`config.mk`:
```
export PLATFORM = sky130hd
export DESIGN_NAME = t1_block_receive_checker_unit
export DESIGN_NICKNAME = d
export VERILOG_FILES = /design/src/rtl/t1brc_pkg.sv /design/src/rtl/t1brc_frame.sv /design/src/rtl/t1brc_out_buf.sv /design/src/rtl/t1_block_receive_checker_unit.sv
export SDC_FILE = /design/constraint.sdc
export NUM_CORES = 1
export LEC_CHECK = 0
export BUFFER_PORTS_ARGS = -buffer_cell sky130_fd_sc_hd__buf_2
export CAP_MARGIN = 5
export CORE_MARGIN = 5
export CORE_UTILIZATION = 60
export DETAILED_ROUTE_END_ITERATION = 8
export GPL_TIMING_DRIVEN = 1
export HOLD_SLACK_MARGIN = 0.15
export PLACE_DENSITY = 0.92
export SLEW_MARGIN = 20
export SYNTH_ARGS = -nofsm -noshare
export SYNTH_HDL_FRONTEND = slang
export SYNTH_SLANG_ARGS = --single-unit
```
`constraint.sdc`:
```
create_clock -name clk -period 4.2 [get_ports clk]
set_input_delay 0.21 -clock clk [delete_from_list [all_inputs] [get_ports clk]]
set_output_delay 0.21 -clock clk [all_outputs]
set_load 0.01 [all_outputs]
```
`src/rtl/t1brc_pkg.sv`:
```
// ----------------------------------------------------------------------------
// t1brc_pkg
// Shared types, codes and the byte-wide CRC-16 step for the T=1 block checker.
// ----------------------------------------------------------------------------
package t1brc_pkg;

  // largest information field accepted in a block
  localparam int unsigned MAX_INF = 254;

  localparam int unsigned POS_W = 9;

  // role of each echoed byte
  typedef enum logic [1:0] {
    ROLE_HEADER = 2'd0,
    ROLE_INFO   = 2'd1,
    ROLE_CHECK  = 2'd2,
    ROLE_TRAIL  = 2'd3
  } role_t;

  // frame status; the fault register reuses these codes
  typedef enum logic [2:0] {
    ST_OK       = 3'd0,
    ST_SHORT    = 3'd1,
    ST_LEN_BIG  = 3'd2,
    ST_TRUNC    = 3'd3,
    ST_MISMATCH = 3'd4
  } status_t;

  // block type from the PCB
  typedef enum logic [1:0] {
    KIND_I = 2'd0,
    KIND_R = 2'd1,
    KIND_S = 2'd2
  } kind_t;

  // one result transaction
  typedef struct packed {
    logic [7:0] out_byte;
    role_t      byte_role;
    logic       frame_done;
    status_t    status;
    logic [7:0] node_address;
    logic [7:0] control_byte;
    logic [7:0] info_length;
    kind_t      block_kind;
    logic       sequence_bit;
    logic       more_bit;
    logic       r_error_free;
  } result_t;

  // crc-16, poly 0x1021, msb first, one byte per call
  function automatic logic [15:0] crc_update(input logic [15:0] crc, input logic [7:0] b);
    logic [7:0]  t;
    logic [7:0]  q;
    logic [15:0] c;
    t = crc[15:8] ^ b;
    q = t ^ {4'b0000, t[7:4]};
    c = {crc[7:0], 8'h00};
    c = c ^ {8'h00, q};
    c = c ^ {3'b000, q, 5'b00000};
    c = c ^ {q[3:0], 12'h000};
    return c;
  endfunction

endpackage

```
`src/rtl/t1brc_frame.sv`:
```
// ----------------------------------------------------------------------------
// t1brc_frame
// Frame state and per-byte decode: roles, LRC/CRC check, status and PCB fields.
// ----------------------------------------------------------------------------
module t1brc_frame import t1brc_pkg::*; (
  input  logic       clk,
  input  logic       rst,
  input  logic       cfg_wr_en,
  input  logic       cfg_wr_data,
  input  logic       in_accept,
  input  logic [7:0] rx_byte,
  input  logic       last_byte,
  output result_t    res
);

  logic             edc_mode;
  logic [POS_W-1:0] byte_position;
  logic [7:0]       len_store;
  logic [7:0]       nad_store;
  logic [7:0]       pcb_store;
  logic [7:0]       lrc_accum;
  logic [15:0]      crc_accum;
  status_t          fault_code;
  logic             block_complete;

  logic [POS_W-1:0] byte_position_next;
  logic [7:0]       len_store_next;
  logic [7:0]       nad_store_next;
  logic [7:0]       pcb_store_next;
  logic [7:0]       lrc_accum_next;
  logic [15:0]      crc_accum_next;
  status_t          fault_code_next;
  logic             block_complete_next;

  logic [POS_W-1:0] check_start;
  logic             bad;
  role_t            role;
  status_t          status;
  kind_t            kind;
  logic             seq;
  logic             more;
  logic             rfree;

  assign check_start = POS_W'(3) + {1'b0, len_store};

  // byte classification and state update
  always_comb begin
    nad_store_next      = nad_store;
    pcb_store_next      = pcb_store;
    len_store_next      = len_store;
    lrc_accum_next      = lrc_accum;
    crc_accum_next      = crc_accum;
    fault_code_next     = fault_code;
    block_complete_next = block_complete;
    bad                 = 1'b0;
    byte_position_next  = (byte_position == {POS_W{1'b1}}) ? byte_position
                                                          : byte_position + POS_W'(1);
    if (block_complete || (fault_code == ST_LEN_BIG)) begin
      role = ROLE_TRAIL;
    end else if (byte_position < POS_W'(3)) begin
      role = ROLE_HEADER;
      case (byte_position[1:0])
        2'd0: begin
          nad_store_next = rx_byte;
        end
        2'd1: begin
          pcb_store_next = rx_byte;
        end
        default: begin
          len_store_next = rx_byte;
          if (rx_byte > 8'(MAX_INF)) begin
            fault_code_next = ST_LEN_BIG;
          end
        end
      endcase
      lrc_accum_next = lrc_accum ^ rx_byte;
      crc_accum_next = crc_update(crc_accum, rx_byte);
    end else if (byte_position < check_start) begin
      role           = ROLE_INFO;
      lrc_accum_next = lrc_accum ^ rx_byte;
      crc_accum_next = crc_update(crc_accum, rx_byte);
    end else begin
      role = ROLE_CHECK;
      if (edc_mode) begin
        bad                 = (rx_byte != lrc_accum);
        block_complete_next = 1'b1;
      end else if (byte_position == check_start) begin
        bad = (rx_byte != crc_accum[15:8]);
      end else begin
        bad                 = (rx_byte != crc_accum[7:0]);
        block_complete_next = 1'b1;
      end
      if (bad && (fault_code == ST_OK)) begin
        fault_code_next = ST_MISMATCH;
      end
    end
  end

  // closing status on the last byte
  always_comb begin
    status = ST_OK;
    if (last_byte) begin
      if (byte_position_next < POS_W'(3)) begin
        status = ST_SHORT;
      end else if (fault_code_next == ST_LEN_BIG) begin
        status = ST_LEN_BIG;
      end else if (!block_complete_next) begin
        status = ST_TRUNC;
      end else if (fault_code_next == ST_MISMATCH) begin
        status = ST_MISMATCH;
      end
    end
  end

  // pcb decode
  always_comb begin
    seq   = 1'b0;
    more  = 1'b0;
    rfree = 1'b0;
    if (!pcb_store_next[7]) begin
      kind = KIND_I;
      seq  = pcb_store_next[6];
      more = pcb_store_next[5];
    end else if (!pcb_store_next[6]) begin
      kind  = KIND_R;
      seq   = pcb_store_next[4];
      rfree = (pcb_store_next[3:0] == 4'h0);
    end else begin
      kind = KIND_S;
    end
  end

  // result of the current transaction
  always_comb begin
    res.out_byte     = rx_byte;
    res.byte_role    = role;
    res.frame_done   = last_byte;
    res.status       = status;
    res.node_address = nad_store_next;
    res.control_byte = pcb_store_next;
    res.info_length  = len_store_next;
    res.block_kind   = kind;
    res.sequence_bit = seq;
    res.more_bit     = more;
    res.r_error_free = rfree;
  end

  // configuration register
  always_ff @(posedge clk) begin
    if (rst) begin
      edc_mode <= 1'b1;
    end else if (cfg_wr_en) begin
      edc_mode <= cfg_wr_data;
    end
  end

  // frame state, cleared after the last byte
  always_ff @(posedge clk) begin
    if (rst || (in_accept && last_byte)) begin
      byte_position  <= '0;
      len_store      <= '0;
      nad_store      <= '0;
      pcb_store      <= '0;
      lrc_accum      <= '0;
      crc_accum      <= 16'hFFFF;
      fault_code     <= ST_OK;
      block_complete <= 1'b0;
    end else if (in_accept) begin
      byte_position  <= byte_position_next;
      len_store      <= len_store_next;
      nad_store      <= nad_store_next;
      pcb_store      <= pcb_store_next;
      lrc_accum      <= lrc_accum_next;
      crc_accum      <= crc_accum_next;
      fault_code     <= fault_code_next;
      block_complete <= block_complete_next;
    end
  end

`ifndef NO_ASSERTIONS
  // closing byte returns the frame state to idle
  a_clear_after_last: assert property (@(posedge clk) disable iff (rst)
    in_accept && last_byte |=> (byte_position == '0) && (fault_code == ST_OK)
                               && !block_complete && (crc_accum == 16'hFFFF))
    else $error("frame state not cleared after last byte");

  // a complete block has at least a header and one check byte
  a_complete_pos: assert property (@(posedge clk) disable iff (rst)
    block_complete |-> (byte_position >= POS_W'(4)))
    else $error("block complete before any check byte");

  // status is only reported on the closing byte
  a_status_last: assert property (@(posedge clk) disable iff (rst)
    in_accept && !last_byte |-> (res.status == ST_OK))
    else $error("status reported on a non-final byte");

  // a length fault is never overwritten by a mismatch
  a_len_sticky: assert property (@(posedge clk) disable iff (rst)
    in_accept && !last_byte && (fault_code == ST_LEN_BIG) |=> (fault_code == ST_LEN_BIG))
    else $error("length fault lost within a frame");
`endif

endmodule

```
`src/rtl/t1brc_out_buf.sv`:
```
// ----------------------------------------------------------------------------
// t1brc_out_buf
// Output register with a skid stage so the input side keeps flowing.
// ----------------------------------------------------------------------------
module t1brc_out_buf import t1brc_pkg::*; (
  input  logic    clk,
  input  logic    rst,
  input  logic    push,
  input  result_t push_data,
  output logic    push_ready,
  output logic    out_valid,
  input  logic    out_ready,
  output result_t out_data
);

  logic    main_valid;
  logic    skid_valid;
  result_t main_data;
  result_t skid_data;

  assign push_ready = !skid_valid;
  assign out_valid  = main_valid;
  assign out_data   = main_data;

  // control
  always_ff @(posedge clk) begin
    if (rst) begin
      main_valid <= 1'b0;
      skid_valid <= 1'b0;
    end else if (out_ready || !main_valid) begin
      main_valid <= skid_valid || push;
      skid_valid <= 1'b0;
    end else if (push) begin
      skid_valid <= 1'b1;
    end
  end

  // payload
  always_ff @(posedge clk) begin
    if (out_ready || !main_valid) begin
      main_data <= skid_valid ? skid_data : push_data;
    end else if (push) begin
      skid_data <= push_data;
    end
  end

endmodule

```
`src/rtl/t1_block_receive_checker_unit.sv`:
```
// ----------------------------------------------------------------------------
// t1_block_receive_checker_unit
// Byte-stream checker for received ISO 7816 T=1 blocks.
// ----------------------------------------------------------------------------
// Usage:
//   s_axis carries one received byte per transaction; tlast marks the final
//   byte of the response. m_axis returns one result per input byte: the byte
//   echoed with its role (tuser), and on the tlast result the frame status
//   plus the NAD, PCB, LEN and decoded PCB fields.
//   cfg_wr_en/cfg_wr_data set the check code: 1 = LRC, 0 = CRC-16. Change it
//   only between frames.
//   Results are registered in the output register, or in the skid entry while
//   m_axis stalls. Throughput: one byte per cycle while s_axis_tready is high;
//   the CRC and XOR update for a byte is combinational in the frame decode logic.
//   Reset: the check code returns to LRC and the frame state is cleared; no
//   result is pending.
//   Stall: the output register plus one skid entry hold two results; with
//   both full s_axis_tready drops until m_axis_tready takes one.
// ----------------------------------------------------------------------------
module t1_block_receive_checker_unit import t1brc_pkg::*; (
  input  logic        clk,
  input  logic        rst,
  input  logic        cfg_wr_en,
  input  logic        cfg_wr_data,
  input  logic        s_axis_tvalid,
  output logic        s_axis_tready,
  input  logic [7:0]  s_axis_tdata,   // [7:0] rx_byte
  input  logic        s_axis_tlast,
  output logic        m_axis_tvalid,
  input  logic        m_axis_tready,
  // [7:0] out_byte, [10:8] status, [18:11] node_address, [26:19] control_byte,
  // [34:27] info_length, [36:35] block_kind, [37] sequence_bit, [38] more_bit,
  // [39] r_error_free
  output logic [39:0] m_axis_tdata,
  output logic [1:0]  m_axis_tuser,   // [1:0] byte_role
  output logic        m_axis_tlast
);

  logic    in_accept;
  result_t step_res;
  result_t out_res;

  assign in_accept = s_axis_tvalid && s_axis_tready;

  t1brc_frame u_frame (
    .clk         (clk),
    .rst         (rst),
    .cfg_wr_en   (cfg_wr_en),
    .cfg_wr_data (cfg_wr_data),
    .in_accept   (in_accept),
    .rx_byte     (s_axis_tdata),
    .last_byte   (s_axis_tlast),
    .res         (step_res)
  );

  t1brc_out_buf u_out_buf (
    .clk        (clk),
    .rst        (rst),
    .push       (in_accept),
    .push_data  (step_res),
    .push_ready (s_axis_tready),
    .out_valid  (m_axis_tvalid),
    .out_ready  (m_axis_tready),
    .out_data   (out_res)
  );

  // result packing
  assign m_axis_tdata = {out_res.r_error_free, out_res.more_bit, out_res.sequence_bit,
                         out_res.block_kind, out_res.info_length, out_res.control_byte,
                         out_res.node_address, out_res.status, out_res.out_byte};
  assign m_axis_tuser = out_res.byte_role;
  assign m_axis_tlast = out_res.frame_done;

endmodule
```
== Word-level counts from Yosys, hierarchy flattened ==
Index checks and enable logic that the tools add are counted.
Operators by class
  $add $sub $neg: 2
  magnitude comparators: 4
  eq/ne operators: 9
  mux-type cells: 46
  bitwise logic cells: 8
  reductions and logical operators: 17
Operator list (number)
  $mux 8: 11
  $mux 43: 1
  $mux 3: 11
  $mux 16: 2
  $ne 8x8->1: 3
  $lt 9x2->1 const B: 2
  $xor 16x13->16: 1
  $xor 16x16->16: 1
  $xor 16x8->16: 1
  $xor 8x8->8: 2
  $mux 1: 15
  $mux 2: 5
  $add 2x8->9 const A: 1
  $add 9x1->9 const B: 1
  $eq 9x9->1: 1
  $eq 9x9->1 const B: 1
  $lt 9x9->1: 1
  $mux 9: 1
  $gt 8x8->1 const B: 1
  $xor 8x4->8: 1
  $eq 3x2->1 const B: 2
  $logic_not 4->1: 1
  $logic_or 1x1->1: 4
  $reduce_or 2->1: 2
  10 further kinds: 14
Word-level totals
  bits in registers: 150
  input port bits: 15
  output and inout bits: 45
  logic and storage cells: 119

== Longest topological paths before layout ==
Gate-level depths: netlist (run 1).
  depth after elaboration: 19
  gate-level depth with buffers: 15
  gate-level depth less buffers: 13

== Cells and area by module ==
A second synthesis (run 1) with hierarchy kept.
Second synthesis, totals
  cell total of the unflattened synthesis: 626
  area, all modules: 7133.1 um^2
Modules (own cells, without submodules)
  t1brc_frame: times used 1, cells an instance 482, area an instance 3754.9 um^2, seq. area each 1241.2 um^2
  t1brc_out_buf: times used 1, cells an instance 143, area an instance 3372.0 um^2, seq. area each 2622.5 um^2
  t1_block_receive_checker_unit: times used 1, cells an instance 1, area an instance 6.3 um^2, seq. area each 0.0 um^2

== Worst setup path before layout (run 1) ==
OpenSTA, ideal clock, no wires.
  path kind: reg2reg
  start point: register u_out_buf.main_valid (netlist: u_out_buf.out_valid)
  end point: register u_out_buf.skid_data[0] in the netlist's numbering (enable)
  library setup time: 444 ps
  arrival time: 3347 ps
  data required time: 3756 ps
  setup slack: 409 ps
  cell stages (with the launch flop): 3
  path buffers: 0
  clock period less this slack: 3791 ps
  cell sequence: dfxtp_1 > nand2b_1 > nor2_1
On the way
  word-level cells in the longest chain between the ends: 4
RTL lines
  from (decl): RTL line t1brc_out_buf.sv:16  | logic main_valid;
  from (signal assigned): RTL line t1brc_out_buf.sv:31  | main_valid <= skid_valid || push;
  $logic_not 1->1: RTL line t1brc_out_buf.sv:40  | if (out_ready || !main_valid) begin
  $logic_or 1x1->1: RTL line t1brc_out_buf.sv:40
  $not 1->1 (no source line)
  $reduce_and 2->1 (no source line)
  to (signal assigned): RTL line t1brc_out_buf.sv:43  | skid_data <= push_data;
  to (decl): RTL line t1brc_out_buf.sv:19  | result_t skid_data;
No other way between the ends.
A chain may end at the register's enable or synchronous reset.

== Worst setup path in the final report (run 1) ==
  start point: register u_frame.len_store[0]
  end point: register u_out_buf.main_data (netlist bit u_out_buf.out_data[31]) (data pin)
On the way
  word-level cells in the longest chain between the ends: 19
  elaborated cells on any way between the ends: 26
  those cells by class: add/sub: 1; order compare: 1; eq/ne: 3; mux: 20; reduce/logical: 1
RTL lines
  from (decl): RTL line t1brc_frame.sv:18  | logic [7:0] len_store;
  from (signal assigned): RTL line t1brc_frame.sv:170  | len_store <= len_store_next;
  $add 2x8->9 (*): RTL line t1brc_frame.sv:44  | assign check_start = POS_W'(3) + {1'b0, len_store};
  $eq 9x9->1: RTL line t1brc_frame.sv:87  | end else if (byte_position == check_start) begin
  $mux 1: RTL line t1brc_frame.sv:87
  $mux 1: RTL line t1brc_frame.sv:84  | if (edc_mode) begin
  $mux 1: RTL line t1brc_frame.sv:78  | end else if (byte_position < check_start) begin
  $mux 1: RTL line t1brc_frame.sv:60  | end else if (byte_position < POS_W'(3)) begin
  $mux 1: RTL line t1brc_frame.sv:58  | if (block_complete || (fault_code == ST_LEN_BIG)) begin
  $logic_and 1x1->1: RTL line t1brc_frame.sv:93  | if (bad && (fault_code == ST_OK)) begin
  [... 3 more ...]
  $mux 3: RTL line t1brc_frame.sv:58
  $eq 3x3->1: RTL line t1brc_frame.sv:109  | end else if (fault_code_next == ST_MISMATCH) begin
  $mux 3: RTL line t1brc_frame.sv:109
  $mux 3: RTL line t1brc_frame.sv:107  | end else if (!block_complete_next) begin
  $mux 3 (*): RTL line t1brc_frame.sv:105  | end else if (fault_code_next == ST_LEN_BIG) begin
  $mux 3 (*): RTL line t1brc_frame.sv:103  | if (byte_position_next < POS_W'(3)) begin
  $mux 3 (*): RTL line t1brc_frame.sv:102  | if (last_byte) begin
  $mux 43 (*): RTL line t1brc_out_buf.sv:41  | main_data <= skid_valid ? skid_data : push_data;
  to (signal assigned): RTL line t1brc_out_buf.sv:41
  to (decl): RTL line t1brc_out_buf.sv:18  | result_t main_data;
Every way passes the cells marked *; elsewhere a longest branch is shown, timed or not. The select of a mux whose other input is x is not followed.

==> results.py, run 1 <==
metrics = {
    "outcome": {
        "status": "finished clean",
    },
    "power": {
        "p_sw_frac": 0.268,
        "power_density_nw_per_um2": 460,
        "p_seq_frac": 0.457,
        "power_frac_comb": 0.146,
        "ir_worst_vdd_mv": 0.390,
        "p_leak_nw": 3.31,
        "p_sw_mw": 1.01,
        "clock_power_share": 0.397,
        "intPower_mw": 2.77,
    },
    "clock_tree": {
        "clk_pin_slew_ns": 0.06,
        "cts_root_buf": "clkbuf_16",
        "worstSkewPairLatency_ns": 0.43,
        "htreeDepth": 4,
        "cts_resized": 0,
        "cts_tree": "yes",
        "cts_made_buffers": 17,
        "clk_path_buf_depth": 2,
        "clock_sinks": 150,
    },
    "yosys": {
        "synth_most_common_cell": "edfxtp_1",
        "synth_edf_count": 86,
        "synth-seq-cells": 150,
        "synth.area.top_cells": "edfxtp_1 36%, dfxtp_1 18%, mux2_2 6.9%",
        "synth_nets": 689,
        "yosys.area_share.adder": 0.0228,
        "synthXorXnorAreaFrac": 0.0418,
        "synth_top_family_by_area": "simple AND/OR/NAND/NOR gates",
        "synth.distinct_cells": 62,
        "synth_flop_cell": "edfxtp_1",
        "synth_common_cells": "86 x edfxtp_1, 68 x nor2_1, 64 x dfxtp_1, 61 x nand2_1, 44 x mux2_2",
        "syn_area_per_cell_sq_um": 10.8,
        "synth_compound_area_frac": 0.112,
        "synthCells": 661,
        "yosys.area_share.simple": 0.174,
        "muxShareOfSynthArea": 0.0733,
        "synth_warnings": 0,
        "synth_area_sq_um": 7130,
        "yosys.area.top_type_share": 0.362,
        "synth_top_area_cell": "edfxtp_1",
        "seq_area_frac_synth": 0.542,
        "synthArstFlopShare": 0,
    },
    "timing": {
        "rsz0062_at_grt": "no",
        "worst_hold_slack_ns": 0.214,
        "finalSetupViolCount": 0,
        "post-route-min-period_ns": 3.73,
        "slew-limit-headroom": 0.303,
        "hold_violations": 0,
        "finalSetupTns_ns": 0,
        "worst_pin_slew_ns": 1.04,
        "skew_ns": 0.00765,
        "finalCritPeriodShare": 0.887,
        "slew_viol_final": 0,
        "fin_ws_ns": 0.474,
        "max_freq_mhz": 268,
    },
    "floorplanning": {
        "die-area_sq_um": 14200,
        "core_sq_um": 11500,
        "num_rows": 39,
        "die_h_microns": 119,
        "initial_core_util": 0.619,
        "die_w_microns": 119,
        "ios": 60,
    },
    "placed_design": {
        "gp_congestion": 0.907,
        "dp_hpwl_mm": 11.4,
        "place_ws_ns": 0.648,
        "placed_area_sq_um": 7540,
        "io_buffers": 59,
    },
    "grt": {
        "antenna_found_initial": 0,
        "grt-ovfl-total": 0,
        "grt_use_total": 0.254,
        "grt_pass1_wl_mm": 28.8,
        "grt_max_degree": 47,
        "grt_pass1_vias": 5685,
    },
    "finish": {
        "layout.nets": 749,
        "stdcell_area_sq_um": 8230,
        "area_growth_pct": 15.4,
        "n_antenna_cell": 0,
        "drive_gt1_frac": 0.225,
        "fillers": 735,
    },
    "drt": {
        "first_pass_iters": 5,
        "ant_nets": 0,
        "drt-total-wl_mm": 17.9,
        "drtIter0Drc": 650,
        "drc": 0,
        "wl_per_cell_microns": 20.4,
        "viasPerCell": 6.48,
        "vias": 5680,
    },
    "hold_path": {
        "worstHoldPathType": "in2reg",
        "worstHoldStart": "s_axis_tdata[1]",
    },
    "worst_setup_path": {
        "critPathLaunchType": "flip-flop",
        "required_ns": 4.34,
        "r2r-start": "u_frame.len_store[0]",
        "critPathLaunch": "u_frame.len_store[0]",
        "critical_path_class": "reg2reg",
        "end_kind": "flip-flop",
        "arrival_ns": 3.86,
        "worstPathMaxFanout": 9,
    },
    "flow_run": {
        "cap_violations": 0,
    },
}
==> cell type report <==
| cell class | instances | area, sq um | share of cell area |
|---|---|---|---|
| clock inverters | 14 | 150 | 0.0182 |
| well taps | 143 | 179 | 0.0217 |
| clock buffers | 18 | 429 | 0.0521 |
| repair buffers | 78 | 485 | 0.0590 |
| inverters | 21 | 78.8 | 0.00958 |
| multi-input cells | 453 | 3050 | 0.370 |
| flip-flops and latches | 150 | 3860 | 0.469 |
==> placed cells by master, fill, tap and decap left out, types with 5 or more instances in the layout <==
cell and instances:
edfxtp_1 86, nor2_1 67, dfxtp_1 64, nand2_1 61, buf_2 59, mux2_2 44, xnor2_1 20, nor3_1 20
nand3_1 17, clkbuf_16 17, inv_1 16, a21oi_1 16, o21ai_0 15, nand4_1 15, xor2_1 14, o211ai_1 14
ha_1 13, nor2b_1 12, nor4_1 12, dlygate4sd3_1 11, nand2b_1 10, a211oi_1 8, o21ai_1 7, buf_4 7
and3_1 6, o31ai_1 6, o31a_1 5, or4_1 5
==> sequential cells by signal (all words and copies together), names as in the netlist, 3 cells and up <==
signal / count
u_frame.len_store: 8
u_frame.byte_position: 9
u_out_buf.out_data: 43
u_out_buf.skid_data: 43
u_frame.fault_code: 3
u_frame.lrc_accum: 8
u_frame.pcb_store: 8
u_frame.crc_accum: 16
u_frame.nad_store: 8
==> logic make-up after synthesis <==
group                      count (synthesis)
and+or+nand+nor                          247
DFF                                      150
AOI/OAI and AO/OA                        113
buffers and inverters                     58
muxes                                     46
xor gates and xnor gates                  34
adders and majority gates                 13
==> worst max-delay path: stages (launching register included) <==
cell     delay, ns
dfxtp_1       0.38
inv_1         0.10
ha_1          0.23
nor2_1        0.18
and3_1        0.22
xnor2_1       0.08
ha_1          0.35
nand4_1       0.36
nor4_1        0.53
nor4_1        0.11
nor4b_1       0.35
nand4_1       0.22
a21oi_1       0.25
o31ai_1       0.09
==> timing repair <==
action | CTS | global route
hold buffers | 11 | 0
endpoints found under the hold margin | 9 | 0
buffers inserted | 0 | 0
setup endpoints to repair | 0 | 0
==> per-layer routing <==
metal / GRT usage / routed length, microns
met5: 0 / 0
met3: 0.0711 / 1680
met2: 0.409 / 8800
met4: 0.119 / 519
met1: 0.320 / 6900
==> power groups by stage <==
| stage | combinational [mW] | sequential [mW] | clock, mW |
|---|---|---|---|
| 3_3_place_gp | 0.501 | 1.75 | 0 |
| 5_1_grt | 0.598 | 1.74 | 1.57 |
| 2_1_floorplan | 0.348 | 1.77 | 0 |
| 3_5_place_dp | 0.524 | 1.76 | 0 |
| 6_report | 0.551 | 1.73 | 1.50 |
| 4_1_cts | 0.542 | 1.73 | 1.51 |
==> per-stage QoR <==
step / cells / power (mW) / util
finish: 877 / 3.79 / 0.715
global route: 877 / 3.91 / 0.715
CTS: 877 / 3.78 / 0.715
detailed placement: 834 / 2.28 / 0.655
floorplan: 661 / 2.12 / -
global placement: 833 / 2.25 / 0.653
==> final timing paths <==
| path | end | cells after the start | slack (ns) |
|---|---|---|---|
| worst min-delay path | u_out_buf.skid_data[36] | 1 | 0.21 |
| worst min register to register | u_frame.fault_code[2] | 2 | 0.48 |
| worst max-delay path | u_out_buf.out_data[31] | 13 | 0.47 |
| worst max register to register | u_out_buf.out_data[31] | 13 | 0.47 |
Power figures use the tool's default switching activity.
==> inputs of run 2 (changes only) <==
Settings changed: ABC_AREA set to 1.
==> run 2 against run 1 <==
Against the previous run:
- sequential power about the same
- synthesized area grew 0.37%
- maximum frequency up 11%
- wire length shrank 1.1%
- largest cell class unchanged
- largest power group unchanged
- highest routed layer unchanged
==> results.py, run 2 <==
metrics = {
    "outcome": {
        "status": "finished clean",
    },
    "power": {
        "ir_worst_vdd_mv": 0.239,
        "power_density_nw_per_um2": 469,
        "p_leak_nw": 3.78,
        "finalPower_mw": 3.84,
    },
    "finish": {
        "drive_gt1_frac": 0.132,
        "layout.nets": 918,
        "area_growth_pct": 14.4,
        "layout_common_cells": "212 x nand2_1, 103 x inv_1, 86 x edfxtp_1, 63 x dfxtp_1, 59 x buf_2",
        "fillers": 803,
        "multi_input_area_sq_um": 2770,
        "n_antenna_cell": 0,
        "layout_commonest_cell": "nand2_1",
        "fin_cells": 1046,
        "regArea_sq_um": 3860,
    },
    "worst_setup_path": {
        "reg2regPathDepth": 21,
        "required_ns": 4.36,
        "critPathLaunchType": "flip-flop",
        "cp_slowest_cell": "nor2_2",
        "critPathLaunch": "u_frame.len_store[0]",
        "critical_path_class": "reg2reg",
        "worstPathMaxFanout": 9,
        "r2r-start": "u_frame.len_store[0]",
        "r2r_slack_ns": 0.85,
        "crit_cells": 21,
        "crit_path_cell_trace": "inv_1 > ha_1 > nor2_1 > nand4_1 > xor2_1 > ha_1 > nand2_1 > nor2_2 > nand2_2 > nand2_1 > nand3_1 > nand2_1 > nand2_1 > nand2_1 > nand2_1 > nor2_1 > nand2_1 > nand2_1 > nand2_1 > nand3_1 > nand2_1",
        "arrival_ns": 3.51,
        "crit_family": "simple AND/OR/NAND/NOR gates",
        "reg2reg_to": "u_out_buf.out_data[31]",
        "end_kind": "flip-flop",
        "crit_buf_inv": 1,
        "cp-endpoint": "u_out_buf.out_data[31]",
        "crit_top_cell": "nand2_1",
        "crit_path_max_incr_delay_ns": 0.36,
    },
    "yosys": {
        "synth_common_cells": "213 x nand2_1, 103 x inv_1, 86 x edfxtp_1, 64 x dfxtp_1, 59 x nor2_1",
        "synth_top_area_cell": "edfxtp_1",
        "syn_area_per_cell_sq_um": 8.60,
        "synth_edf_count": 86,
        "synth.distinct_cells": 39,
        "synth_warnings": 0,
        "synth-seq-cells": 150,
        "synth_area_sq_um": 7160,
        "synthArstFlopShare": 0,
        "synthCells": 832,
        "synth.area.top_cells": "edfxtp_1 36%, dfxtp_1 18%, nand2_1 11%",
        "synth_flop_cell": "edfxtp_1",
        "yosys.area.top_type_share": 0.361,
        "synth_most_common_cell": "nand2_1",
        "seq_area_frac_synth": 0.540,
        "synth_nets": 860,
    },
    "floorplanning": {
        "core_sq_um": 11600,
        "die_w_microns": 119,
        "initial_core_util": 0.619,
        "die-area_sq_um": 14200,
        "die_h_microns": 119,
        "ios": 60,
        "num_rows": 39,
    },
    "placed_design": {
        "gp_congestion": 0.938,
        "io_buffers": 59,
        "dp.cells": 1007,
        "dp_hpwl_mm": 11.8,
    },
    "drt": {
        "drtIter0Drc": 745,
        "vias": 6027,
        "first_pass_iters": 6,
        "wl_per_cell_microns": 16.9,
        "drt-total-wl_mm": 17.7,
        "ant_nets": 0,
        "viasPerCell": 5.76,
        "drc": 0,
    },
    "grt": {
        "grt_pass1_vias": 5872,
        "antenna_found_initial": 0,
        "grt_use_total": 0.254,
        "grt_max_degree": 65,
        "grt_pass1_wl_mm": 28.8,
        "grt-ovfl-total": 0,
    },
    "clock_tree": {
        "clk_path_buf_depth": 2,
        "worstSkewPairLatency_ns": 0.42,
        "cts_made_buffers": 17,
        "cts_resized": 0,
        "cts_root_buf": "clkbuf_16",
        "cts_setup_buffers": 0,
        "ctsHoldBuffers": 7,
        "clock_sinks": 150,
        "cts_tree": "yes",
        "htreeDepth": 4,
        "clk_pin_slew_ns": 0.07,
    },
    "timing": {
        "finalSetupTns_ns": 0,
        "post-route-min-period_ns": 3.35,
        "rsz0062_at_grt": "no",
        "max_freq_mhz": 298,
        "skew_ns": 0.0126,
        "finalSetupViolCount": 0,
        "worst_pin_slew_ns": 1.04,
        "slew_viol_final": 0,
        "finalCritPeriodShare": 0.798,
        "hold_violations": 0,
        "worst_hold_slack_ns": 0.164,
        "slew-limit-headroom": 0.301,
    },
    "hold_path": {
        "hold-path-cell-count": 3,
        "worstHoldPathType": "in2reg",
    },
    "flow_run": {
        "cap_violations": 0,
    },
}
-- run 2: worst min-delay path, delay by kind of cell --
family | cells | cell delay, ns
AND/OR/NAND/NOR | 1 | 0.06
buffers and inverters | 1 | 0.10
AO/OA/AOI/OAI | 1 | 0.16
-- run 2: routing by layer --
metal  track usage  routed length [microns]  share of wire  vias to the layer above
met4         0.122                      647          0.037                        0
met2         0.412                     8410           0.48                      330
li1              -                        -              -                     2879
met1         0.324                     7140           0.40                     2752
met5             0                        0              0                        -
met3        0.0550                     1500          0.085                       66
-- run 2: worst min path at each step --
stage	endpoint	slack [ns]	startpoint
after global placement	u_frame.edc_mode	0.41	cfg_wr_en
final	u_out_buf.out_valid	0.16	s_axis_tvalid
after detailed placement	u_frame.edc_mode	0.41	cfg_wr_en
after global routing	u_out_buf.skid_data[35]	0.16	s_axis_tdata[0]
after floorplan	u_out_buf.out_valid	0.28	rst
after CTS	u_out_buf.out_valid	0.16	s_axis_tvalid
-- run 2: area by class of cell --
type	count	share of cell area
Tap cell	143	0.0218
Inverter	106	0.0486
Clock buffer	17	0.0519
Multi-Input combinational cell	543	0.338
Sequential cell	150	0.472
Timing Repair Buffer	72	0.0501
Clock inverter	15	0.0171
-- run 2: logic make-up (layout without fill, tap and decap cells) --
group	Yosys count	count (layout)	synth area share
simple gates	351	351	0.208
buf+inv	139	210	0.0748
flops	150	150	0.540
xor+xnor	29	29	0.0355
compound gates	150	150	0.119
fa+ha+maj	13	13	0.0227
-- run 2: metrics by stage --
stage                     instance area (sq um)   util  setup WS, ns
after floorplan                            7160      -         0.426
after global placement                     7550  0.653          1.04
after detailed placement                   7550  0.653         0.969
after CTS                                  8190  0.708         0.921
after global routing                       8190  0.708         0.540
final                                      8190  0.708         0.847
-- run 2: report_power, final --
group | switching (mW) | internal, mW
clock network | 0.643 | 0.778
logic | 0.443 | 0.215
registers | 0.0616 | 1.70
